`config.mk`:
```
export PLATFORM = sky130hd
export DESIGN_NAME = json_string_unescaper_flat
export DESIGN_NICKNAME = d
export VERILOG_FILES = /design/src/jsu_pkg.sv /design/src/jsu_text_if.sv /design/src/jsu_front.sv /design/src/jsu_queue.sv /design/src/jsu_back.sv /design/src/json_string_unescaper.sv /design/src/flat_wrapper.sv
export SDC_FILE = /design/constraint.sdc
export NUM_CORES = 1
export LEC_CHECK = 0
export BUFFER_PORTS_ARGS = -buffer_cell sky130_fd_sc_hd__buf_2
export CAP_MARGIN = 25
export CELL_PAD_IN_SITES_DETAIL_PLACEMENT = 1
export CELL_PAD_IN_SITES_GLOBAL_PLACEMENT = 2
export CORE_UTILIZATION = 42
export CTS_BUF_LIST = sky130_fd_sc_hd__clkbuf_4 sky130_fd_sc_hd__clkbuf_8
export CTS_CLUSTER_DIAMETER = 150
export CTS_CLUSTER_SIZE = 12
export DETAILED_ROUTE_END_ITERATION = 7
export PLACE_DENSITY = 0.86
export SLEW_MARGIN = 20
export SYNTH_ARGS = -nofsm -noshare
export SYNTH_HDL_FRONTEND = slang
export SYNTH_SLANG_ARGS = --single-unit
```
`constraint.sdc`:
```
create_clock -name clk -period 3.9 [get_ports clk]
set_input_delay 0.78 -clock clk [delete_from_list [all_inputs] [get_ports clk]]
set_output_delay 0.78 -clock clk [all_outputs]
set_load 0.02 [all_outputs]
```
`src/jsu_pkg.sv`:
```
`timescale 1ns / 1ps
// Shared types, codes and constants of the JSON string unescaper.
// No dependencies; all files but jsu_text_if.sv import this package.
package jsu_pkg;

	// Depth of the queue between the parser and the result sequencer
	localparam int QUEUE_DEPTH_DEF = 4;

	// At most this many result words follow from one text byte
	localparam int MAX_RES   = 5;
	localparam int RES_CNT_W = $clog2(MAX_RES + 1);

	// Parser phases
	typedef enum logic [2:0] {
		PH_IDLE,
		PH_BODY,
		PH_ESC,
		PH_HEX1,
		PH_AFTER_HIGH,
		PH_HIGH_BSL,
		PH_HEX2,
		PH_DROP
	} phase_t;

	// Result kinds
	typedef enum logic [1:0] {
		KIND_DATA  = 2'd0,
		KIND_CLOSE = 2'd1,
		KIND_ERROR = 2'd2
	} kind_t;

	// Error codes
	localparam logic [2:0] ERR_NONE       = 3'd0;
	localparam logic [2:0] ERR_NO_QUOTE   = 3'd1;
	localparam logic [2:0] ERR_UNTERM     = 3'd2;
	localparam logic [2:0] ERR_ESC_END    = 3'd3;
	localparam logic [2:0] ERR_TRUNC_U    = 3'd4;
	localparam logic [2:0] ERR_BAD_HEX    = 3'd5;
	localparam logic [2:0] ERR_BAD_ESCAPE = 3'd6;

	// Characters of interest
	localparam logic [7:0] CH_QUOTE = 8'h22;
	localparam logic [7:0] CH_BSL   = 8'h5C;
	localparam logic [7:0] CH_SLASH = 8'h2F;
	localparam logic [7:0] CH_N     = 8'h6E;
	localparam logic [7:0] CH_T     = 8'h74;
	localparam logic [7:0] CH_R     = 8'h72;
	localparam logic [7:0] CH_B     = 8'h62;
	localparam logic [7:0] CH_F     = 8'h66;
	localparam logic [7:0] CH_U     = 8'h75;

	// Surrogate bounds and the prefix of a high surrogate
	localparam logic [15:0] HIGH_MIN = 16'hD800;
	localparam logic [15:0] HIGH_MAX = 16'hDBFF;
	localparam logic [15:0] LOW_MIN  = 16'hDC00;
	localparam logic [15:0] LOW_MAX  = 16'hDFFF;
	localparam logic [5:0]  HIGH_TAG = 6'b110110;
	localparam logic [20:0] SUPP_BASE = 21'h10000;

	// UTF-8 length limits
	localparam logic [20:0] UTF8_1_MAX = 21'h7F;
	localparam logic [20:0] UTF8_2_MAX = 21'h7FF;
	localparam logic [20:0] UTF8_3_MAX = 21'hFFFF;

	// What one text byte causes: an optional code point (sent as UTF-8),
	// an optional plain byte, then an optional close or error word
	typedef struct packed {
		logic        cp_vld;
		logic [20:0] cp;
		logic        data_vld;
		logic [7:0]  data;
		logic        tail_vld;
		kind_t       tail_kind;
		logic [2:0]  tail_code;
	} desc_t;

	// One result word
	typedef struct packed {
		logic [7:0] data;
		kind_t      kind;
		logic [2:0] code;
	} res_t;

endpackage

```
`src/jsu_text_if.sv`:
```
`timescale 1ns / 1ps
// Valid/ready channels of the unescaper: text bytes in, result words out.
// No dependencies.
interface jsu_text_if;
	logic       valid;
	logic       ready;
	logic [7:0] in_byte;
	logic       text_last;

	modport source (output valid, output in_byte, output text_last, input ready);
	modport sink   (input valid, input in_byte, input text_last, output ready);
endinterface

interface jsu_res_if;
	logic       valid;
	logic       ready;
	logic [7:0] out_byte;
	logic [1:0] kind;
	logic [2:0] error_code;
	logic       item_last;

	modport source (output valid, output out_byte, output kind, output error_code,
		output item_last, input ready);
	modport sink   (input valid, input out_byte, input kind, input error_code,
		input item_last, output ready);
endinterface

```
`src/jsu_front.sv`:
```
`timescale 1ns / 1ps
// Parser front: takes a text byte a cycle unless q_full, tracks string and
// escape state and pushes a descriptor of its words. Depends on jsu_pkg.
module jsu_front (
	input  logic          clk,
	input  logic          arst_n,
	input  logic          in_valid,
	output logic          in_ready,
	input  logic [7:0]    in_byte,
	input  logic          text_last,
	input  logic          q_full,
	output logic          push,
	output jsu_pkg::desc_t desc
);
	import jsu_pkg::*;

	phase_t      phase_q, phase_nxt;
	logic [15:0] acc_q, acc_nxt;
	logic [1:0]  dcnt_q, dcnt_nxt;
	logic        bad_q, bad_nxt;
	logic [9:0]  high_q, high_nxt;

	logic        accept;
	logic        hex_ok;
	logic [3:0]  hex_val;
	logic [15:0] acc_shift;
	logic        bad_shift;
	logic [20:0] high_cp;

	// escape table lookup
	logic        esc_plain;
	logic [7:0]  esc_data;

	assign in_ready = !q_full;
	assign accept   = in_valid && in_ready;

	// Classify the byte as a hex digit
	always_comb begin
		hex_ok  = 1'b1;
		hex_val = 4'd0;
		if (in_byte inside {[8'h30:8'h39]}) begin
			hex_val = in_byte[3:0];
		end else if (in_byte inside {[8'h61:8'h66], [8'h41:8'h46]}) begin
			hex_val = in_byte[3:0] + 4'd9;
		end else begin
			hex_ok = 1'b0;
		end
	end

	assign acc_shift = {acc_q[11:0], hex_val};
	assign bad_shift = bad_q || !hex_ok;
	assign high_cp   = {5'd0, HIGH_TAG, high_q};

	// Map a simple escape letter to its byte
	always_comb begin
		esc_plain = 1'b1;
		esc_data  = in_byte;
		case (in_byte)
			CH_QUOTE: esc_data = CH_QUOTE;
			CH_BSL:   esc_data = CH_BSL;
			CH_SLASH: esc_data = CH_SLASH;
			CH_N:     esc_data = 8'h0A;
			CH_T:     esc_data = 8'h09;
			CH_R:     esc_data = 8'h0D;
			CH_B:     esc_data = 8'h08;
			CH_F:     esc_data = 8'h0C;
			default:  esc_plain = 1'b0;
		endcase
	end

	// Next state and descriptor
	always_comb begin
		phase_nxt = phase_q;
		acc_nxt   = acc_q;
		dcnt_nxt  = dcnt_q;
		bad_nxt   = bad_q;
		high_nxt  = high_q;
		desc      = '0;
		desc.tail_kind = KIND_ERROR;

		case (phase_q)
			PH_IDLE: begin
				if (in_byte == CH_QUOTE) begin
					phase_nxt = PH_BODY;
				end else begin
					desc.tail_vld  = 1'b1;
					desc.tail_code = ERR_NO_QUOTE;
					phase_nxt      = PH_DROP;
				end
			end
			PH_HEX1, PH_HEX2: begin
				acc_nxt  = acc_shift;
				dcnt_nxt = dcnt_q + 2'd1;
				bad_nxt  = bad_shift;
				if (dcnt_q == 2'd3) begin
					if (bad_shift) begin
						desc.tail_vld  = 1'b1;
						desc.tail_code = ERR_BAD_HEX;
						phase_nxt      = PH_DROP;
					end else if (phase_q == PH_HEX1) begin
						if (acc_shift >= HIGH_MIN && acc_shift <= HIGH_MAX) begin
							high_nxt  = acc_shift[9:0];
							phase_nxt = PH_AFTER_HIGH;
						end else begin
							desc.cp_vld = 1'b1;
							desc.cp     = {5'd0, acc_shift};
							phase_nxt   = PH_BODY;
						end
					end else begin
						desc.cp_vld = 1'b1;
						if (acc_shift >= LOW_MIN && acc_shift <= LOW_MAX) begin
							desc.cp = SUPP_BASE + {1'b0, high_q, acc_shift[9:0]};
						end else begin
							desc.cp = high_cp;
						end
						phase_nxt = PH_BODY;
					end
				end
			end
			PH_AFTER_HIGH: begin
				if (in_byte == CH_BSL) begin
					phase_nxt = PH_HIGH_BSL;
				end else begin
					desc.cp_vld = 1'b1;
					desc.cp     = high_cp;
					phase_nxt   = PH_BODY;
				end
			end
			PH_HIGH_BSL: begin
				if (in_byte == CH_U) begin
					acc_nxt   = '0;
					dcnt_nxt  = '0;
					bad_nxt   = 1'b0;
					phase_nxt = PH_HEX2;
				end else begin
					desc.cp_vld = 1'b1;
					desc.cp     = high_cp;
					phase_nxt   = PH_ESC;
				end
			end
			default: begin
			end
		endcase

		// Body byte: from the string body, or after a held high surrogate
		if (phase_q == PH_BODY || (phase_q == PH_AFTER_HIGH && in_byte != CH_BSL)) begin
			if (in_byte == CH_QUOTE) begin
				desc.tail_vld  = 1'b1;
				desc.tail_kind = KIND_CLOSE;
				phase_nxt      = PH_DROP;
			end else if (in_byte == CH_BSL) begin
				phase_nxt = PH_ESC;
			end else begin
				desc.data_vld = 1'b1;
				desc.data     = in_byte;
				phase_nxt     = PH_BODY;
			end
		end

		// Escape letter: after a backslash, or after a high surrogate's backslash
		if (phase_q == PH_ESC || (phase_q == PH_HIGH_BSL && in_byte != CH_U)) begin
			if (esc_plain) begin
				desc.data_vld = 1'b1;
				desc.data     = esc_data;
				phase_nxt     = PH_BODY;
			end else if (in_byte == CH_U) begin
				acc_nxt   = '0;
				dcnt_nxt  = '0;
				bad_nxt   = 1'b0;
				phase_nxt = PH_HEX1;
			end else begin
				desc.tail_vld  = 1'b1;
				desc.tail_code = ERR_BAD_ESCAPE;
				phase_nxt      = PH_DROP;
			end
		end

		// End of text: flush a held surrogate, report where the text stopped
		if (text_last) begin
			case (phase_nxt)
				PH_BODY: begin
					desc.tail_vld  = 1'b1;
					desc.tail_code = ERR_UNTERM;
				end
				PH_ESC: begin
					desc.tail_vld  = 1'b1;
					desc.tail_code = ERR_ESC_END;
				end
				PH_HEX1, PH_HEX2: begin
					desc.tail_vld  = 1'b1;
					desc.tail_code = ERR_TRUNC_U;
				end
				PH_AFTER_HIGH: begin
					desc.cp_vld    = 1'b1;
					desc.cp        = {5'd0, HIGH_TAG, high_nxt};
					desc.tail_vld  = 1'b1;
					desc.tail_code = ERR_UNTERM;
				end
				PH_HIGH_BSL: begin
					desc.cp_vld    = 1'b1;
					desc.cp        = {5'd0, HIGH_TAG, high_nxt};
					desc.tail_vld  = 1'b1;
					desc.tail_code = ERR_ESC_END;
				end
				default: begin
				end
			endcase
			phase_nxt = PH_IDLE;
		end
	end

	assign push = accept && (desc.cp_vld || desc.data_vld || desc.tail_vld);

	// Hold parser state; advance on each accepted byte
	always_ff @(posedge clk or negedge arst_n) begin
		if (!arst_n) begin
			phase_q <= PH_IDLE;
			acc_q   <= '0;
			dcnt_q  <= '0;
			bad_q   <= 1'b0;
			high_q  <= '0;
		end else if (accept) begin
			phase_q <= phase_nxt;
			acc_q   <= acc_nxt;
			dcnt_q  <= dcnt_nxt;
			bad_q   <= bad_nxt;
			high_q  <= high_nxt;
		end
	end

endmodule

```
`src/jsu_queue.sv`:
```
`timescale 1ns / 1ps
// Short descriptor queue between parser front and result sequencer.
// Depends on jsu_pkg for the descriptor type.
module jsu_queue #(
	parameter int DEPTH = jsu_pkg::QUEUE_DEPTH_DEF
) (
	input  logic           clk,
	input  logic           arst_n,
	input  logic           push,
	input  jsu_pkg::desc_t push_desc,
	output logic           full,
	input  logic           pop,
	output logic           head_vld,
	output jsu_pkg::desc_t head_desc
);
	import jsu_pkg::*;

	localparam int PTR_W = (DEPTH > 1) ? $clog2(DEPTH) : 1;
	localparam int CNT_W = $clog2(DEPTH + 1);
	localparam logic [PTR_W-1:0] PTR_LAST = PTR_W'(DEPTH - 1);
	localparam logic [CNT_W-1:0] CNT_FULL = CNT_W'(DEPTH);

	desc_t            mem_q [DEPTH];
	logic [PTR_W-1:0] wr_ptr_q, rd_ptr_q;
	logic [CNT_W-1:0] cnt_q;
	logic             do_pop;

	assign full      = (cnt_q == CNT_FULL);
	assign head_vld  = (cnt_q != '0);
	assign head_desc = mem_q[rd_ptr_q];
	assign do_pop    = pop && head_vld;

	// Store pushed descriptors
	always_ff @(posedge clk) begin
		if (push && !full) begin
			mem_q[wr_ptr_q] <= push_desc;
		end
	end

	// Advance pointers and fill count
	always_ff @(posedge clk or negedge arst_n) begin
		if (!arst_n) begin
			wr_ptr_q <= '0;
			rd_ptr_q <= '0;
			cnt_q    <= '0;
		end else begin
			if (push && !full) begin
				wr_ptr_q <= (wr_ptr_q == PTR_LAST) ? '0 : wr_ptr_q + 1'b1;
			end
			if (do_pop) begin
				rd_ptr_q <= (rd_ptr_q == PTR_LAST) ? '0 : rd_ptr_q + 1'b1;
			end
			if ((push && !full) && !do_pop) begin
				cnt_q <= cnt_q + 1'b1;
			end else if (!(push && !full) && do_pop) begin
				cnt_q <= cnt_q - 1'b1;
			end
		end
	end

endmodule

```
`src/jsu_back.sv`:
```
`timescale 1ns / 1ps
// Result sequencer: expands a descriptor into UTF-8, data, close and error
// words, sent one per cycle while out_ready is high. Depends on jsu_pkg.
module jsu_back (
	input  logic           clk,
	input  logic           arst_n,
	input  logic           head_vld,
	input  jsu_pkg::desc_t head_desc,
	output logic           pop,
	output logic           out_valid,
	input  logic           out_ready,
	output jsu_pkg::res_t  out_res,
	output logic           out_last
);
	import jsu_pkg::*;

	res_t                 slot_q [MAX_RES];
	logic [RES_CNT_W-1:0] cnt_q;

	logic [7:0]           utf [4];
	logic [2:0]           ulen;
	logic [2:0]           cp_len;
	logic [2:0]           data_pos;
	logic [2:0]           tail_pos;
	res_t                 slot_new [MAX_RES];
	logic [RES_CNT_W-1:0] cnt_new;
	logic                 take;
	logic                 load;

	// Encode the code point as UTF-8
	always_comb begin
		logic [20:0] cp;
		cp  = head_desc.cp;
		utf[0] = cp[7:0];
		utf[1] = 8'h00;
		utf[2] = 8'h00;
		utf[3] = 8'h00;
		ulen   = 3'd1;
		if (cp <= UTF8_1_MAX) begin
			utf[0] = cp[7:0];
			ulen   = 3'd1;
		end else if (cp <= UTF8_2_MAX) begin
			utf[0] = {3'b110, cp[10:6]};
			utf[1] = {2'b10, cp[5:0]};
			ulen   = 3'd2;
		end else if (cp <= UTF8_3_MAX) begin
			utf[0] = {4'b1110, cp[15:12]};
			utf[1] = {2'b10, cp[11:6]};
			utf[2] = {2'b10, cp[5:0]};
			ulen   = 3'd3;
		end else begin
			utf[0] = {5'b11110, cp[20:18]};
			utf[1] = {2'b10, cp[17:12]};
			utf[2] = {2'b10, cp[11:6]};
			utf[3] = {2'b10, cp[5:0]};
			ulen   = 3'd4;
		end
	end

	assign cp_len   = head_desc.cp_vld ? ulen : 3'd0;
	assign data_pos = cp_len;
	assign tail_pos = cp_len + {2'd0, head_desc.data_vld};
	assign cnt_new  = RES_CNT_W'(tail_pos + {2'd0, head_desc.tail_vld});

	// Lay the words out in send order
	always_comb begin
		for (int i = 0; i < MAX_RES; i++) begin
			slot_new[i] = '{data: 8'h00, kind: KIND_DATA, code: ERR_NONE};
			if (3'(i) < cp_len) begin
				slot_new[i].data = utf[i[1:0]];
			end else if (3'(i) == data_pos && head_desc.data_vld) begin
				slot_new[i].data = head_desc.data;
			end else if (3'(i) == tail_pos && head_desc.tail_vld) begin
				slot_new[i].kind = head_desc.tail_kind;
				slot_new[i].code = (head_desc.tail_kind == KIND_ERROR) ?
					head_desc.tail_code : ERR_NONE;
			end
		end
	end

	assign out_valid = (cnt_q != '0);
	assign out_res   = slot_q[0];
	assign out_last  = (cnt_q == RES_CNT_W'(1));
	assign take      = out_valid && out_ready;
	assign load      = !out_valid || (take && out_last);
	assign pop       = load && head_vld;

	// Hold the word list; shift on each sent word, refill when drained
	always_ff @(posedge clk or negedge arst_n) begin
		if (!arst_n) begin
			cnt_q <= '0;
		end else if (load) begin
			cnt_q <= head_vld ? cnt_new : '0;
		end else if (take) begin
			cnt_q <= cnt_q - 1'b1;
		end
	end

	always_ff @(posedge clk) begin
		if (pop) begin
			slot_q <= slot_new;
		end else if (take) begin
			for (int i = 0; i < MAX_RES - 1; i++) begin
				slot_q[i] <= slot_q[i+1];
			end
		end
	end

endmodule

```
`src/json_string_unescaper.sv`:
```
`timescale 1ns / 1ps
// Top level of the JSON string unescaper: parser front, descriptor queue,
// result sequencer. Depends on jsu_pkg, jsu_text_if, jsu_res_if.
//
// Takes one text byte per cycle on the text channel while the queue has
// room and sends decoded words on the result channel. Each text byte is
// parsed in the cycle it is accepted; the words it causes (0 to 5) go into
// a descriptor queue of QUEUE_DEPTH entries, then into the sequencer's word
// list, and are sent one word per cycle while the result channel is ready.
// Throughput is one text byte per cycle while each byte yields at most one
// word and results are taken; a \u escape or surrogate pair that expands
// into several UTF-8 bytes holds the result port while they are sent, and
// the queue absorbs those bursts. The text channel drops ready only when
// the queue is full. No clearing pass after reset is needed.
module json_string_unescaper #(
	parameter int QUEUE_DEPTH = jsu_pkg::QUEUE_DEPTH_DEF
) (
	input  logic      clk,
	input  logic      arst_n,
	jsu_text_if.sink  text,
	jsu_res_if.source result
);
	import jsu_pkg::*;

	desc_t push_desc;
	desc_t head_desc;
	logic  push;
	logic  q_full;
	logic  head_vld;
	logic  pop;
	res_t  res_word;
	logic  res_last;

	jsu_front u_front (
		.clk       (clk),
		.arst_n    (arst_n),
		.in_valid  (text.valid),
		.in_ready  (text.ready),
		.in_byte   (text.in_byte),
		.text_last (text.text_last),
		.q_full    (q_full),
		.push      (push),
		.desc      (push_desc)
	);

	jsu_queue #(
		.DEPTH (QUEUE_DEPTH)
	) u_queue (
		.clk       (clk),
		.arst_n    (arst_n),
		.push      (push),
		.push_desc (push_desc),
		.full      (q_full),
		.pop       (pop),
		.head_vld  (head_vld),
		.head_desc (head_desc)
	);

	jsu_back u_back (
		.clk       (clk),
		.arst_n    (arst_n),
		.head_vld  (head_vld),
		.head_desc (head_desc),
		.pop       (pop),
		.out_valid (result.valid),
		.out_ready (result.ready),
		.out_res   (res_word),
		.out_last  (res_last)
	);

	assign result.out_byte   = res_word.data;
	assign result.kind       = res_word.kind;
	assign result.error_code = res_word.code;
	assign result.item_last  = res_last;

endmodule

```
`src/flat_wrapper.sv`:
```
// flat-port wrapper written by rule: the top's interface ports become plain ports
module json_string_unescaper_flat import jsu_pkg::*;
#(
	parameter int QUEUE_DEPTH = jsu_pkg::QUEUE_DEPTH_DEF
)
  (clk, arst_n, text_valid, text_in_byte, text_text_last, text_ready, result_valid, result_out_byte, result_kind, result_error_code, result_item_last, result_ready);
  jsu_text_if text_i ();
  jsu_res_if result_i ();
  input  logic clk;
  input  logic arst_n;
  input wire logic [$bits(text_i.valid)-1:0] text_valid;
  input wire logic [$bits(text_i.in_byte)-1:0] text_in_byte;
  input wire logic [$bits(text_i.text_last)-1:0] text_text_last;
  output wire logic [$bits(text_i.ready)-1:0] text_ready;
  output wire logic [$bits(result_i.valid)-1:0] result_valid;
  output wire logic [$bits(result_i.out_byte)-1:0] result_out_byte;
  output wire logic [$bits(result_i.kind)-1:0] result_kind;
  output wire logic [$bits(result_i.error_code)-1:0] result_error_code;
  output wire logic [$bits(result_i.item_last)-1:0] result_item_last;
  input wire logic [$bits(result_i.ready)-1:0] result_ready;
  assign text_i.valid = text_valid;
  assign text_i.in_byte = text_in_byte;
  assign text_i.text_last = text_text_last;
  assign text_ready = text_i.ready;
  assign result_valid = result_i.valid;
  assign result_out_byte = result_i.out_byte;
  assign result_kind = result_i.kind;
  assign result_error_code = result_i.error_code;
  assign result_item_last = result_i.item_last;
  assign result_i.ready = result_ready;
  json_string_unescaper #(.QUEUE_DEPTH(QUEUE_DEPTH)) u_core (.clk(clk), .arst_n(arst_n), .text(text_i), .result(result_i));
endmodule
```
Word level (Yosys, flattened, before mapping)

Memory sizes are Yosys's and may differ from the RTL's.
Index checks and enable logic that the tools add are counted.

Register bits: 107
Bits in writable memories: 148
Input port bits: 13
Output and inout bits: 16
Logic and storage cells: 263
Memories kept: 1

Memories:

| memory               | depth | bits a word | read ports | clocked after memory_dff | write ports | RTL line        | text |
|---|---|---|---|---|---|---|---|
| u_core.u_queue.mem_q | 4     | 37          | 1          | 0                        | 1           | jsu_queue.sv:23 | `desc_t mem_q [DEPTH];` |

Add/sub/neg operators: 10
Magnitude comparators: 18
Eq/ne operators: 37
Muxes and demuxes: 118
Bitwise gates (word level): 1
Reduce and logical (&&, ||, !) cells: 54

Operator list:

| kind                                                                               | number |
|---|---|
| 22-bit two-way mux                                                                 | 8 |
| 52-bit two-way mux                                                                 | 2 |
| 8-bit two-way mux                                                                  | 12 |
| 3-bit two-way mux                                                                  | 30 |
| 16-bit two-way mux                                                                 | 5 |
| 22-bit one-hot mux with 3 select lines                                             | 1 |
| 8-bit one-hot mux with 8 select lines                                              | 1 |
| 10-bit two-way mux                                                                 | 6 |
| 5-bit two-way mux                                                                  | 12 |
| 8-bit by 7-bit equality test with 1-bit output, second input constant              | 7 |
| 21-bit two-way mux                                                                 | 2 |
| 16-bit greater-or-equal comparator, second input constant                          | 2 |
| 16-bit less-or-equal comparator, second input constant                             | 2 |
| 16-bit one-hot mux with 2 select lines                                             | 1 |
| 9-bit two-way mux                                                                  | 3 |
| 1-bit logical AND                                                                  | 26 |
| 24-bit two-way mux                                                                 | 1 |
| 17-bit by 20-bit adder with 21-bit output, first input constant                    | 1 |
| 3-bit equality test, second input constant                                         | 7 |
| 21-bit by 11-bit less-or-equal comparator with 1-bit output, second input constant | 1 |
| 21-bit by 16-bit less-or-equal comparator with 1-bit output, second input constant | 1 |
| 21-bit by 7-bit less-or-equal comparator with 1-bit output, second input constant  | 1 |
| 1-bit two-way mux                                                                  | 17 |
| 8-bit by 6-bit equality test with 1-bit output, second input constant              | 2 |
| other kinds (38)                                                                   | 87 |

Depth between registers and ports, before layout

Gate-level depths: netlist of the first run.

Depth after elaboration: 26
Gate-level depth with buffers: 16
Mapped depth without buffers: 15

Hierarchy

A second synthesis of the first run with hierarchy kept.

Cells, all modules: 891
Area total of the unflattened synthesis: 12049.1 µm²

By module, submodules not included:

| module    | instances | cells an instance | area an instance (µm²) | seq. area each (µm²) |
|---|---|---|---|---|
| jsu_queue | 1         | 230               | 5766.8                 | 4619.4 |
| jsu_back  | 1         | 373               | 3796.1                 | 2026.9 |
| jsu_front | 1         | 288               | 2486.1                 | 700.7 |

Least setup slack after synthesis of the first run

OpenSTA, ideal clock, no wires.

Kind: input -> register
From: input port text_in_byte[1]
To: memory u_core.u_queue.mem_q[3][0] (netlist bit) (enable)
Library setup time: 398 ps
Arrival: 3984 ps
Required time: 3502 ps
Slack: -481 ps
Stages: 10
Buffers on the path: 0
Path through: inv_1 > ha_1 > o21bai_1 > a2111oi_2 > o211ai_4 > nand2b_1 > a32oi_1 > o31ai_1 > a31oi_2 > and2_1

Longest elaborated chain between the ends: 24
Elaborated cells on any way between the ends: 88
Those cells by class: add/sub (1); order compare (8); eq/ne (17); mux (44); reduce/logical (18)

RTL lines:

| item                                                                                                                                             | RTL line           | text |
|---|---|---|
| start: declaration                                                                                                                               | flat_wrapper.sv:12 | `input wire logic [$bits(text_i.in_byte)-1:0] text_in_byte;` |
| 8-bit by 7-bit greater-or-equal comparator with 1-bit output / 8-bit by 7-bit less-or-equal comparator with 1-bit output (equally long branches) | jsu_front.sv:43    | `end else if (in_byte inside {[8'h61:8'h66], [8'h41:8'h46]}) begin` |
| 1-bit logical AND                                                                                                                                | jsu_front.sv:43    |  |
| 2-bit nonzero test                                                                                                                               | jsu_front.sv:43    |  |
| 4-bit two-way mux                                                                                                                                | jsu_front.sv:43    |  |
| 4-bit two-way mux                                                                                                                                | jsu_front.sv:41    | `if (in_byte inside {[8'h30:8'h39]}) begin` |
| 16-bit greater-or-equal comparator / 16-bit less-or-equal comparator (equally long branches)                                                     | jsu_front.sv:101   | `if (acc_shift >= HIGH_MIN && acc_shift <= HIGH_MAX) begin` |
| 1-bit logical AND                                                                                                                                | jsu_front.sv:101   |  |
| 3-bit two-way mux                                                                                                                                | jsu_front.sv:101   |  |
| (+8 left out)                                                                                                                                    | --                 |  |
| 22-bit two-way mux                                                                                                                               | jsu_front.sv:180   | `case (phase_nxt)` |
| 22-bit two-way mux                                                                                                                               | jsu_front.sv:179   | `if (text_last) begin` |
| 1-bit logical OR                                                                                                                                 | jsu_front.sv:212   | `assign push = accept && (desc.cp_vld \|\| desc.data_vld \|\| desc.tail_vld);` |
| 1-bit logical OR *                                                                                                                               | jsu_front.sv:212   |  |
| 1-bit logical AND *                                                                                                                              | jsu_front.sv:212   |  |
| 1-bit logical AND *                                                                                                                              | jsu_queue.sv:35    | `if (push && !full) begin` |
| 1-bit two-way mux *                                                                                                                              | jsu_queue.sv:35    |  |
| 1-bit two-way mux (not written as such) *                                                                                                        | jsu_queue.sv:36    | `mem_q[wr_ptr_q] <= push_desc;` |
| end: declaration                                                                                                                                 | jsu_queue.sv:23    |  |

Every way passes the cells marked *; elsewhere a longest branch is shown, timed or not.

Final worst setup path of the first run

From: register u_core.u_queue.rd_ptr_q[0]
To: register u_core.u_back.slot_q[15] (netlist bit), data pin

Longest elaborated chain between the ends: 13
Elaborated cells on any way between the ends: 20
Those cells by class: add/sub (1); order compare (4); eq/ne (3); mux (9); reduce/logical (2); memory (1)

RTL lines:

| item                                                        | RTL line        | text |
|---|---|---|
| start: declaration                                          | jsu_queue.sv:24 | `logic [PTR_W-1:0] wr_ptr_q, rd_ptr_q;` |
| start signal: assignment                                    | jsu_queue.sv:51 | `rd_ptr_q <= (rd_ptr_q == PTR_LAST) ? '0 : rd_ptr_q + 1'b1;` |
| memory read 4 x 37 bit *                                    | --              |  |
| 21-bit by 16-bit less-or-equal comparator with 1-bit output | jsu_back.sv:46  | `end else if (cp <= UTF8_3_MAX) begin` |
| 3-bit two-way mux                                           | jsu_back.sv:46  |  |
| 3-bit two-way mux                                           | jsu_back.sv:42  | `end else if (cp <= UTF8_2_MAX) begin` |
| 3-bit two-way mux                                           | jsu_back.sv:39  | `if (cp <= UTF8_1_MAX) begin` |
| 3-bit two-way mux                                           | jsu_back.sv:60  | `assign cp_len = head_desc.cp_vld ? ulen : 3'd0;` |
| 3-bit by 1-bit adder with 3-bit output                      | jsu_back.sv:62  | `assign tail_pos = cp_len + {2'd0, head_desc.data_vld};` |
| 2-bit by 3-bit equality test with 1-bit output              | jsu_back.sv:73  | `end else if (3'(i) == tail_pos && head_desc.tail_vld) begin` |
| 1-bit logical AND                                           | jsu_back.sv:73  |  |
| 5-bit two-way mux                                           | jsu_back.sv:73  |  |
| 5-bit two-way mux                                           | jsu_back.sv:71  | `end else if (3'(i) == data_pos && head_desc.data_vld) begin` |
| 5-bit two-way mux *                                         | jsu_back.sv:69  | `if (3'(i) < cp_len) begin` |
| 52-bit two-way mux *                                        | jsu_back.sv:100 | `if (pop) begin` |
| end signal: assignment                                      | jsu_back.sv:101 | `slot_q <= slot_new;` |
| end signal: indexed assignment                              | jsu_back.sv:104 | `slot_q[i] <= slot_q[i+1];` |
| end: declaration                                            | jsu_back.sv:17  | `res_t slot_q [MAX_RES];` |

Marks and branches as above.
A chain may end at the register's enable or synchronous reset.

==> summary.txt, run 1 <==
STA
  • Slew Viols, Final: 0
  • Max Fclk: 0.269 GHz
  • Fin. Hold Viols: 0
  • Period minus WS final: 3720 ps
  • Setup TNS Final: 0 ps
  • Max-slew headroom: 41.8%
  • Finish-stage setup viols: 0
  • Worst clock skew: 38.2 ps
  • Worst Tran Pin Value: 870 ps
  • Final period utilization: 95.4%

GRT
  • Vias in the first global route: 7879
  • GRT Residual Overflow: 0
  • Gr usage total: 21.1%
  • Pin count of the biggest net entering global routing: 53
  • Initial antenna violation count: 1
  • First-pass GRT wire length: 45700 um

Clock network
  • Clk_lat worst skew: 570 ps
  • Clock transition at the registers of the reported paths: 110 ps
  • CTS Buf Count: 24
  • CTS root buf: clkbuf_8
  • H-tree Lvls: 1
  • Sink Count: 251
  • CTS tree: yes
  • Hold_buf cts: 0
  • Clock Path Buffers: 3

Routing
  • Pre-Repair DR Iteration Count: 5
  • Via-per-instance ratio: 5.71
  • Antenna-violating nets left: 0
  • DRC violations left: 0
  • Iteration-0 DRC count of the detailed router: 660
  • Drt wl/cell: 21.9 um
  • Drt total wl: 29500 um
  • Vias: 7675

Cells and area
  • Most common cell after layout, fill and taps aside: edfxtp_1
  • ANT cells: 0
  • Ratio of cells with drive above 1 in the final layout: 22.9%
  • Synth-to-layout area growth: 13.2%
  • Multi-input logic area: 4040 um^2
  • Fillcell total: 2783
  • Post-layout util: 48.8%
  • Fin nets: 988
  • Register area: 7350 um^2
  • Fin area: 13300 um^2
  • Commonest non-fill, non-tap cells in the layout: edfxtp_1, nand2_1, nor2_1

Synth
  • Syn avg cell area: 13.3 um^2
  • Async SR Flop Fraction: 15.1%
  • Yosys reg bits: 251
  • Synth unique cells: 70
  • Primary FF master, synth: edfxtp_1
  • Synthesized cell area: 11700 um^2
  • Number of synthesized flops with an enable pin: 213
  • Sequential fraction of the synthesis area: 62.8%
  • Syn Inst Count: 878
  • Synth Warn #: 0
  • Post-Syn Nets: 911

Floorplan
  • Die Ht: 169 um
  • Core ar.: 27200 um^2
  • Cell Rows: 60
  • Starting Density: 43.1%
  • Die Width: 169 um
  • Die Area: 28500 um^2
  • # IOs: 29

Setup path
  • Critical path startpoint category: flip-flop
  • Critical path class: flip-flop to flip-flop
  • Critical path's slowest cell: or4_1
  • WP data arrival: 4140 ps
  • Crit path largest cell delay: 620 ps
  • Worst-path cell chain: buf_12 -> buf_4 -> mux4_2 -> or4_1 -> nor2_1 -> nand3b_1 -> nand2_1 -> nor2_1 -> ha_1 -> nand2b_1 -> or4_1 -> o21ai_1
  • Crit end category: flip-flop
  • CP required: 4320 ps
  • Largest fanout on the critical path: 6

Run status
  • Outcome: complete, no violations

Job
  • Total of max-cap violations: 0

Worst hold path
  • Hold WC Path Type: input pin to async pin

Power
  • Pwr dens: 782 nW/um^2
  • Leak Pwr: 4.87 nW
  • Peak supply drop: 0.275 mV

Place
  • DP Wirelength: 21300 um
  • IO Port Bufs: 28
  • Area of placed instances: 12700 um^2
  • GPL Wtd Cong: 0.882
final timing paths:
path | from | end | slack, ps | cells after the start
setup / recovery | u_core.u_queue.rd_ptr_q[0] | u_core.u_back.slot_q[15] | 180 | 12
hold / removal | arst_n | u_core.u_front.bad_q | 60 | 1
setup reg to reg | u_core.u_queue.rd_ptr_q[0] | u_core.u_back.slot_q[15] | 180 | 12
hold reg to reg | u_core.u_front.acc_q[10] | u_core.u_front.acc_q[10] | 510 | 2
max in group asynchronous | arst_n | u_core.u_front.high_q[9] | 3360 | 2
min in group clk | result_ready | u_core.u_back.cnt_q[1] | 490 | 2
cells in the mapped netlist, types with 6 or more instances:
master      n  area share, %
a31oi_1     7           0.37
and3_1     12           0.64
a21oi_1    21           0.90
a22o_1     28            2.1
nor2_1     74            2.4
dfrtp_1    38            8.1
nor2b_1    17           0.91
mux4_2     37            7.1
nor3_1     20           0.86
edfxtp_1  213             55
buf_4      13           0.83
o21ai_1     9           0.38
o21ai_0    57            2.4
nand3_1    11           0.47
a221oi_1   20            1.5
clkbuf_1   34            1.1
mux2_2     11            1.1
inv_1      20           0.64
and2_1      7           0.37
nor4_1      6           0.32
a21o_1      6           0.38
ha_1       19            2.0
nand2_1    97            3.1
nand2b_1    9           0.48
worst max-delay path: cells and delay by family (launching register included):
kind            cells  cell delay, ps
buf+inv             2             280
compound gates      1             200
fa+ha+maj           1             380
simple gates        7            1750
flops               1             500
mux                 1             460
stage by stage:
step                cells  worst slack, ps  hold slack [ps]  power [mW]
floorplan             878             20.1              466        7.22
CTS                  1339             40.0              354        10.4
global route         1345            -6.57             55.4        11.0
detailed placement   1295             -262              491        8.73
finish               1345              179             64.3        10.4
global placement     1294             -108              490        8.51
report_power, final:
group | internal (mW) | switching (mW) | total [mW]
Combinational | 1.63 | 2.69 | 4.32
Sequential | 4.07 | 0.337 | 4.41
Clock | 0.760 | 0.882 | 1.64
state kept, by name, indices dropped and copies added, names as in the netlist, 2 cells and up:
name and flops:
u_core.u_back.cnt_q 3, u_core.u_front.high_q 10, u_core.u_front.dcnt_q 2, u_core.u_queue.cnt_q 3, u_core.u_back.out_res 13, u_core.u_queue.rd_ptr_q 2
u_core.u_front.phase_q 3, u_core.u_front.acc_q 12, u_core.u_queue.wr_ptr_q 2, u_core.u_queue.mem_q 148, u_core.u_back.slot_q 52
kinds of logic (layout without fill, tap and decap cells):
group,after synthesis,after routing,synth area share [%]
mux,53,53,8.66
buf+inv,78,173,3.10
xor+xnor,8,8,0.598
compound gates,187,187,11.3
simple gates,281,281,11.4
flops,251,251,62.8
fa+ha+maj,20,20,2.20
area by class of cell:
type	count	area share, %
repair buffers	109	6.29
inverters	20	0.567
multi-input cells	549	30.5
flip-flops and latches	251	55.5
clock buffers	43	3.57
clock inverters	1	0.0661
well taps	372	3.51
layer usage:
| metal | vias up | track usage, % | part of all wire [%] |
|---|---|---|---|
| met5 | - | 0 | 0 |
| met4 | 0 | 5.81 | 2.8 |
| met3 | 55 | 3.02 | 5.1 |
| met2 | 216 | 35.0 | 48 |
| met1 | 3897 | 29.0 | 44 |
| li1 | 3507 | - | - |
timing repair:
item / 4_1_cts / 5_1_grt
setup buffers: 0 / 5
setup endpoints to repair: 0 / 15
endpoints found under the hold margin: 0 / 0
gates resized for setup: 0 / 3
No activity file was read; power rests on OpenSTA's default activity.
==> run 2, diff against run 1 <==
Settings changed: ABC_AREA from default to 1, CORE_UTILIZATION 42 to 38.
==> run 2 against run 1 <==
  * Total power up 13%
  * Area after synthesis grew 6.0%
  * Clock power hardly changed
  * Fmax up 2.6%
  * Highest routed layer unchanged
==> summary.txt, run 2 <==
Setup path
  • FF-to-FF Start: u_core.u_queue.rd_ptr_q[0]
  • CP most frequent cell: inv_2
  • Critical path's slowest cell: dfrtp_2
  • Critical path startpoint category: flip-flop
  • Crit path largest cell delay: 510 ps (-110 ps)
  • CP required: 4340 ps (+20 ps)
  • Critical path class: flip-flop to flip-flop
  • Critical path startpoint: u_core.u_queue.rd_ptr_q[0]
  • Largest fanout on the critical path: 19 (+13)
  • Worst-path cell chain: inv_2 -> buf_4 -> or2_2 -> a32o_2 -> inv_2 -> nor2_2 -> inv_2 -> nor2_4 -> ha_1 -> ha_1 -> or2_2 -> nand3_1 -> a21oi_1
  • Crit end category: flip-flop
  • WP data arrival: 4060 ps (-80 ps)

STA
  • Max-slew headroom: 48.7% (+6.9 points)
  • Period minus WS final: 3630 ps (-94.6 ps)
  • Final period utilization: 93.0% (-2.4 points)
  • Hold WS: 135 ps (+70.3 ps)
  • Worst clock skew: 24.0 ps (-14.1 ps)
  • Finish-stage setup viols: 0 (unchanged)
  • Final WS setup: 274 ps (+94.6 ps)
  • Slew Viols, Final: 0 (unchanged)
  • Worst Tran Pin Value: 768 ps (-102 ps)
  • Max Fclk: 0.276 GHz (+2.6%)
  • Setup TNS Final: 0 ps (unchanged)
  • RSZ-0062 raised after global routing: false
  • Fin. Hold Viols: 0 (unchanged)

Synth
  • Synth unique cells: 55 (-21%)
  • Number of synthesized flops with an enable pin: 213 (unchanged)
  • Top cells by area, synth: edfxtp_1, nand2_1, dfrtp_1
  • Primary FF master, synth: edfxtp_1
  • Syn Inst Count: 1276 (+45%)
  • Most frequent cell after synthesis: nand2_1
  • Synth Warn #: 0 (unchanged)
  • Synth top cells by count: nand2_1, edfxtp_1, inv_1
  • Yosys reg bits: 251 (unchanged)
  • Post-Syn Nets: 1309 (+44%)
  • Sequential fraction of the synthesis area: 59.2% (-3.5 points)
  • Share of the synthesized area in the top cell type: 51.6% (-3.1 points)
  • Synthesized cell area: 12400 um^2 (+6.0%)
  • Syn avg cell area: 9.72 um^2 (-27%)
  • Async SR Flop Fraction: 15.1% (unchanged)
  • Largest area contributor in the netlist: edfxtp_1

Routing
  • DRC violations left: 0 (unchanged)
  • Pre-Repair DR Iteration Count: 5 (unchanged)
  • Met2 WL post-DR: 15800 um (+12%)
  • Vias: 9227 (+20%)
  • Drt total wl: 32800 um (+11%)
  • Via-per-instance ratio: 5.24 (-8.2%)
  • Met3 routed WL: 1090 um (-27%)
  • Top Metal Used: met4
  • Metal-1 WL: 15100 um (+15%)
  • Iteration-0 DRC count of the detailed router: 688 (+4.2%)
  • Antenna-violating nets left: 0 (unchanged)
  • Drt wl/cell: 18.6 um (-15%)

Clock network
  • CTS root buf: clkbuf_8
  • H-tree Lvls: 1 (unchanged)
  • Clock Path Buffers: 3 (unchanged)
  • CTS tree: yes
  • Sink Count: 251 (unchanged)
  • Postcts setup bufs: 0 (unchanged)
  • Clock transition at the registers of the reported paths: 90 ps (-20 ps)
  • Clk_lat worst skew: 560 ps (about the same)
  • CTS Buf Count: 24 (unchanged)

GRT
  • First-pass GRT wire length: 52700 um (+15%)
  • Gr usage total: 20.1% (-0.98 points)
  • Pin count of the biggest net entering global routing: 56 (+5.7%)
  • Vias in the first global route: 9599 (+22%)
  • Initial antenna violation count: 0 (-1)
  • GRT Residual Overflow: 0 (unchanged)

Power
  • Tot Pwr: 11.7 mW (+13%)
  • Pwr dens: 859 nW/um^2 (+9.8%)
  • Peak supply drop: 0.324 mV (+18%)
  • Leak Pwr: 5.43 nW (+11%)

Floorplan
  • Die Ht: 183 um (+8.1%)
  • Cell Rows: 65 (+8.3%)
  • Die Width: 183 um (+8.1%)
  • Core ar.: 31800 um^2 (+17%)
  • Die Area: 33400 um^2 (+17%)
  • Starting Density: 39.0% (-4.1 points)
  • # IOs: 29 (unchanged)

Cells and area
  • ANT cells: 0 (unchanged)
  • Commonest non-fill, non-tap cells in the layout: nand2_1, edfxtp_1, inv_1
  • Top reg by flops: u_core.u_queue.mem_q
  • Most common cell after layout, fill and taps aside: nand2_1
  • Fin nets: 1342 (+36%)
  • Layout Cells excl Fill: 1762 (+31%)
  • Ratio of cells with drive above 1 in the final layout: 12.5% (-10 points)
  • Max FFs per register: 148 (unchanged)
  • Synth-to-layout area growth: 10.0%

Worst hold path
  • Hold WC Path Type: input pin to async pin

Run status
  • Outcome: complete, no violations

Place
  • GPL Wtd Cong: 0.862 (-2.3%)
  • IO Port Bufs: 28 (unchanged)
  • DP Wirelength: 23200 um (+9.1%)
  • Worst setup slack after placement: -9.58 ps (+252 ps)
  • DP Cell Count: 1718 (+33%)

Job
  • Total of max-cap violations: 0 (unchanged)
-- run 2: cell count changes in the layout (fill, tap and decap cells not counted), sizes merged, moves of 17 or more --
| cell | before | now |
|---|---|---|
| o21ai | 66 | 84 |
| a21oi | 21 | 56 |
| o22ai | 1 | 34 |
| a221oi | 20 | 1 |
| inv | 21 | 132 |
| buf | 108 | 66 |
| nor2b | 17 | 0 |
| nand2 | 97 | 346 |
| nor2 | 74 | 118 |
| mux4 | 37 | 0 |
| a22o | 28 | 0 |
| nand3 | 11 | 64 |
-- run 2: kinds of logic (layout without fill, tap and decap cells) --
kind of cell / after synthesis / count (layout) / synth area share [%]
buffers and inverters: 193 / 244 / 6.69
adder cells (fa/ha/maj): 20 / 20 / 2.08
multiplexers: 1 / 1 / 0.0908
flip-flops: 251 / 251 / 59.2
AO/OA/AOI/OAI: 248 / 248 / 12.4
XOR/XNOR: 4 / 4 / 0.282
AND/OR/NAND/NOR: 559 / 559 / 19.2
-- run 2: stage by stage --
stage	utilization [%]	cell area, um^2
floorplan	-	12400
global placement	41.3	13100
detailed placement	41.4	13200
CTS	42.9	13600
global route	42.9	13700
finish	42.9	13700
-- run 2: per-layer routing --
layer / up-vias / GRT usage, %
met5: - / 0
met4: 0 / 5.58
met3: 58 / 2.33
met2: 159 / 34.1
met1: 4557 / 27.1
li1: 4453 / -
-- run 2: where the power goes --
group          internal [mW]  switching (mW)
registers               4.22           0.357
clock network          0.776           0.895
logic                   1.60            3.88
total                   6.59            5.13
-- run 2: repair_timing --
action / CTS / global route
hold buffers: 0 / 0
resized for setup: 0 / 1
endpoints found under the setup margin: 0 / 5
-- run 2: final timing paths --
path	cells after the start	slack [ps]	endpoint
min reg2reg	1	500	u_core.u_queue.cnt_q[2]
min in group clk	1	500	u_core.u_queue.cnt_q[2]
max	13	270	u_core.u_back.cnt_q[2]
max reg2reg	13	270	u_core.u_back.cnt_q[2]
min	1	130	u_core.u_front.phase_q[1]
max in group asynchronous	2	3250	u_core.u_front.high_q[9]
-- run 2: area by class of cell --
cell class,instances,area [um^2]
Clock buffer,44,487
Fill cell,3632,18100
Inverter,134,503
Multi-Input combinational cell,832,4280
Sequential cell,251,7350
Tap cell,435,544
Timing Repair Buffer,66,488
-- run 2: critical path: cells and delay by family (launching register included) --
kind            cells  cell delay (ps)
compound gates      2              360
fa+ha+maj           2              590
buf+inv             4              890
flops               1              510
simple gates        5             1140
==> run 3, diff against run 2 <==
Settings changed: CORE_ASPECT_RATIO from default to 1.1.
==> run 3 against run 2 <==
  * Critical path depth down 1
  * Worst setup slack better by 24 ps
  * Total power is 0.24% lower
  * Non-clock buffer count up 5
==> summary.txt, run 3 (synthesis gave the netlist of run 2 again) <==
Run status
  • Outcome: complete, no violations

Clock network
  • Clk_lat worst skew: 560 ps (about the same)
  • Postcts setup bufs: 0 (unchanged)
  • # resized after CTS: 0 (unchanged)
  • CTS tree: yes
  • H-tree Lvls: 1 (unchanged)
  • CTS root buf: clkbuf_8
  • Clock transition at the registers of the reported paths: 90 ps (about the same)
  • Sink Count: 251 (unchanged)
  • CTS Buf Count: 24 (unchanged)
  • Hold_buf cts: 0 (unchanged)
  • Clock Path Buffers: 3 (unchanged)

Floorplan
  • Cell Rows: 69 (+6.2%)
  • Die Area: 33400 um^2 (about the same)
  • # IOs: 29 (unchanged)
  • Die Width: 174 um (-4.6%)
  • Die Ht: 192 um (+4.8%)
  • Core ar.: 32200 um^2 (+1.3%)
  • Starting Density: 38.5% (-0.49 points)

Cells and area
  • ANT cells: 0 (unchanged)
  • Top reg by flops: u_core.u_queue.mem_q
  • Most common cell after layout, fill and taps aside: nand2_1
  • Layout Cells excl Fill: 1757 (-0.28%)
  • Fin nets: 1347 (+0.37%)
  • Synth-to-layout area growth: 10.2%
  • Max FFs per register: 148 (unchanged)
  • Commonest non-fill, non-tap cells in the layout: nand2_1, edfxtp_1, inv_1
  • Ratio of cells with drive above 1 in the final layout: 12.8% (+0.26 points)

Power
  • Tot Pwr: 11.7 mW (-0.24%)
  • Pwr dens: 855 nW/um^2 (-0.42%)
  • Peak supply drop: 0.292 mV (-9.9%)
  • Leak Pwr: 5.45 nW (+0.36%)

STA
  • Hold WS: 212 ps (+77.9 ps)
  • Final WS setup: 298 ps (+23.8 ps)
  • Setup TNS Final: 0 ps (unchanged)
  • Final period utilization: 92.4% (-0.61 points)
  • Worst clock skew: 25.0 ps (+1.01 ps)
  • Finish-stage setup viols: 0 (unchanged)
  • RSZ-0062 raised after global routing: false
  • Slew Viols, Final: 0 (unchanged)
  • Max Fclk: 0.278 GHz (+0.66%)
  • Period minus WS final: 3600 ps (-23.8 ps)
  • Worst Tran Pin Value: 789 ps (+21.0 ps)
  • Max-slew headroom: 46.9% (-1.8 points)
  • Fin. Hold Viols: 0 (unchanged)

Place
  • Worst setup slack after placement: -31.5 ps (-21.9 ps)
  • GPL Wtd Cong: 0.891 (+3.5%)
  • DP Wirelength: 23000 um (-1.0%)
  • DP Cell Count: 1714 (-0.23%)
  • IO Port Bufs: 28 (unchanged)

GRT
  • Gr usage total: 19.7% (-0.42 points)
  • Pin count of the biggest net entering global routing: 53 (-5.4%)
  • Initial antenna violation count: 0 (unchanged)
  • Vias in the first global route: 9441 (-1.6%)
  • GRT Residual Overflow: 0 (unchanged)
  • First-pass GRT wire length: 51700 um (-1.9%)

Routing
  • Antenna-violating nets left: 0 (unchanged)
  • Pre-Repair DR Iteration Count: 5 (unchanged)
  • Drt total wl: 32200 um (-1.8%)
  • Drt wl/cell: 18.3 um (-1.5%)
  • Iteration-0 DRC count of the detailed router: 525 (-24%)
  • DRC violations left: 0 (unchanged)
  • Vias: 9210 (-0.18%)
  • Via-per-instance ratio: 5.24 (about the same)

Setup path
  • Largest fanout on the critical path: 22 (+3)
  • Worst-path cell chain: inv_2 -> buf_4 -> or2_2 -> a32o_2 -> inv_2 -> nor2_2 -> inv_2 -> nor2_4 -> ha_1 -> nor4_2 -> nand3_1 -> nand2_1
  • Critical path class: flip-flop to flip-flop
  • Critical path startpoint category: flip-flop
  • Critical path's slowest cell: nor4_2
  • Reg2Reg Depth: 12 (-1)
  • Crit path depth: 12 (-1)
  • Crit path largest cell delay: 540 ps (+30 ps)
  • Bufs and invs on worst path: 4 (unchanged)
  • Crit end category: flip-flop
  • CP required: 4330 ps (about the same)
  • CP most frequent cell: inv_2
  • WP data arrival: 4030 ps (-30 ps)
  • Critical path's top delay family: simple AND/OR/NAND/NOR gates

Job
  • Total of max-cap violations: 0 (unchanged)

Worst hold path
  • Hold WC Path Type: input pin to async pin
==> run 3: final cells by class <==
type	count	area (um^2)
clock buffer	43	479
fill	3707	18500
inverter	134	503
multi-input combinational	832	4270
sequential	251	7350
tap	426	533
timing repair buffer	71	541
==> run 3: where the power goes <==
group	switching, mW	internal, mW
logic	3.85	1.64
registers	0.341	4.22
clock network	0.882	0.764
total	5.08	6.62
==> run 3: final timing paths <==
path                                            start                          to  slack [ps]
setup / recovery           u_core.u_queue.rd_ptr_q[0]    u_core.u_back.slot_q[41]         300
hold / removal                                 arst_n    u_core.u_front.high_q[7]         210
setup reg to reg           u_core.u_queue.rd_ptr_q[0]    u_core.u_back.slot_q[41]         300
hold reg to reg               u_core.u_queue.cnt_q[2]     u_core.u_queue.cnt_q[2]         510
max in group asynchronous                      arst_n  u_core.u_queue.rd_ptr_q[0]        3250
min in group clk              u_core.u_queue.cnt_q[2]     u_core.u_queue.cnt_q[2]         510
==> run 3: worst register-to-register path, delay by kind of cell (launching register included) <==
family	cells	cell delay [ps]
AO/OA/AOI/OAI	1	220
adder cells (fa/ha/maj)	1	330
buffers and inverters	4	940
flip-flops	1	440
AND/OR/NAND/NOR	6	1560
==> run 3: metrics by stage <==
step | instance area, um^2 | util (%)
2_1_floorplan | 12400 | -
3_3_place_gp | 13200 | 41.0
3_5_place_dp | 13200 | 41.0
4_1_cts | 13700 | 42.5
5_1_grt | 13700 | 42.5
6_report | 13700 | 42.5
==> run 3: layer usage <==
layer | vias to the layer above | global-route usage, % | wire [um]
met3 | 51 | 1.83 | 832
li1 | 4460 | - | -
met1 | 4563 | 25.5 | 14400
met2 | 136 | 34.8 | 16200
met5 | - | 0 | 0
met4 | 0 | 5.90 | 841
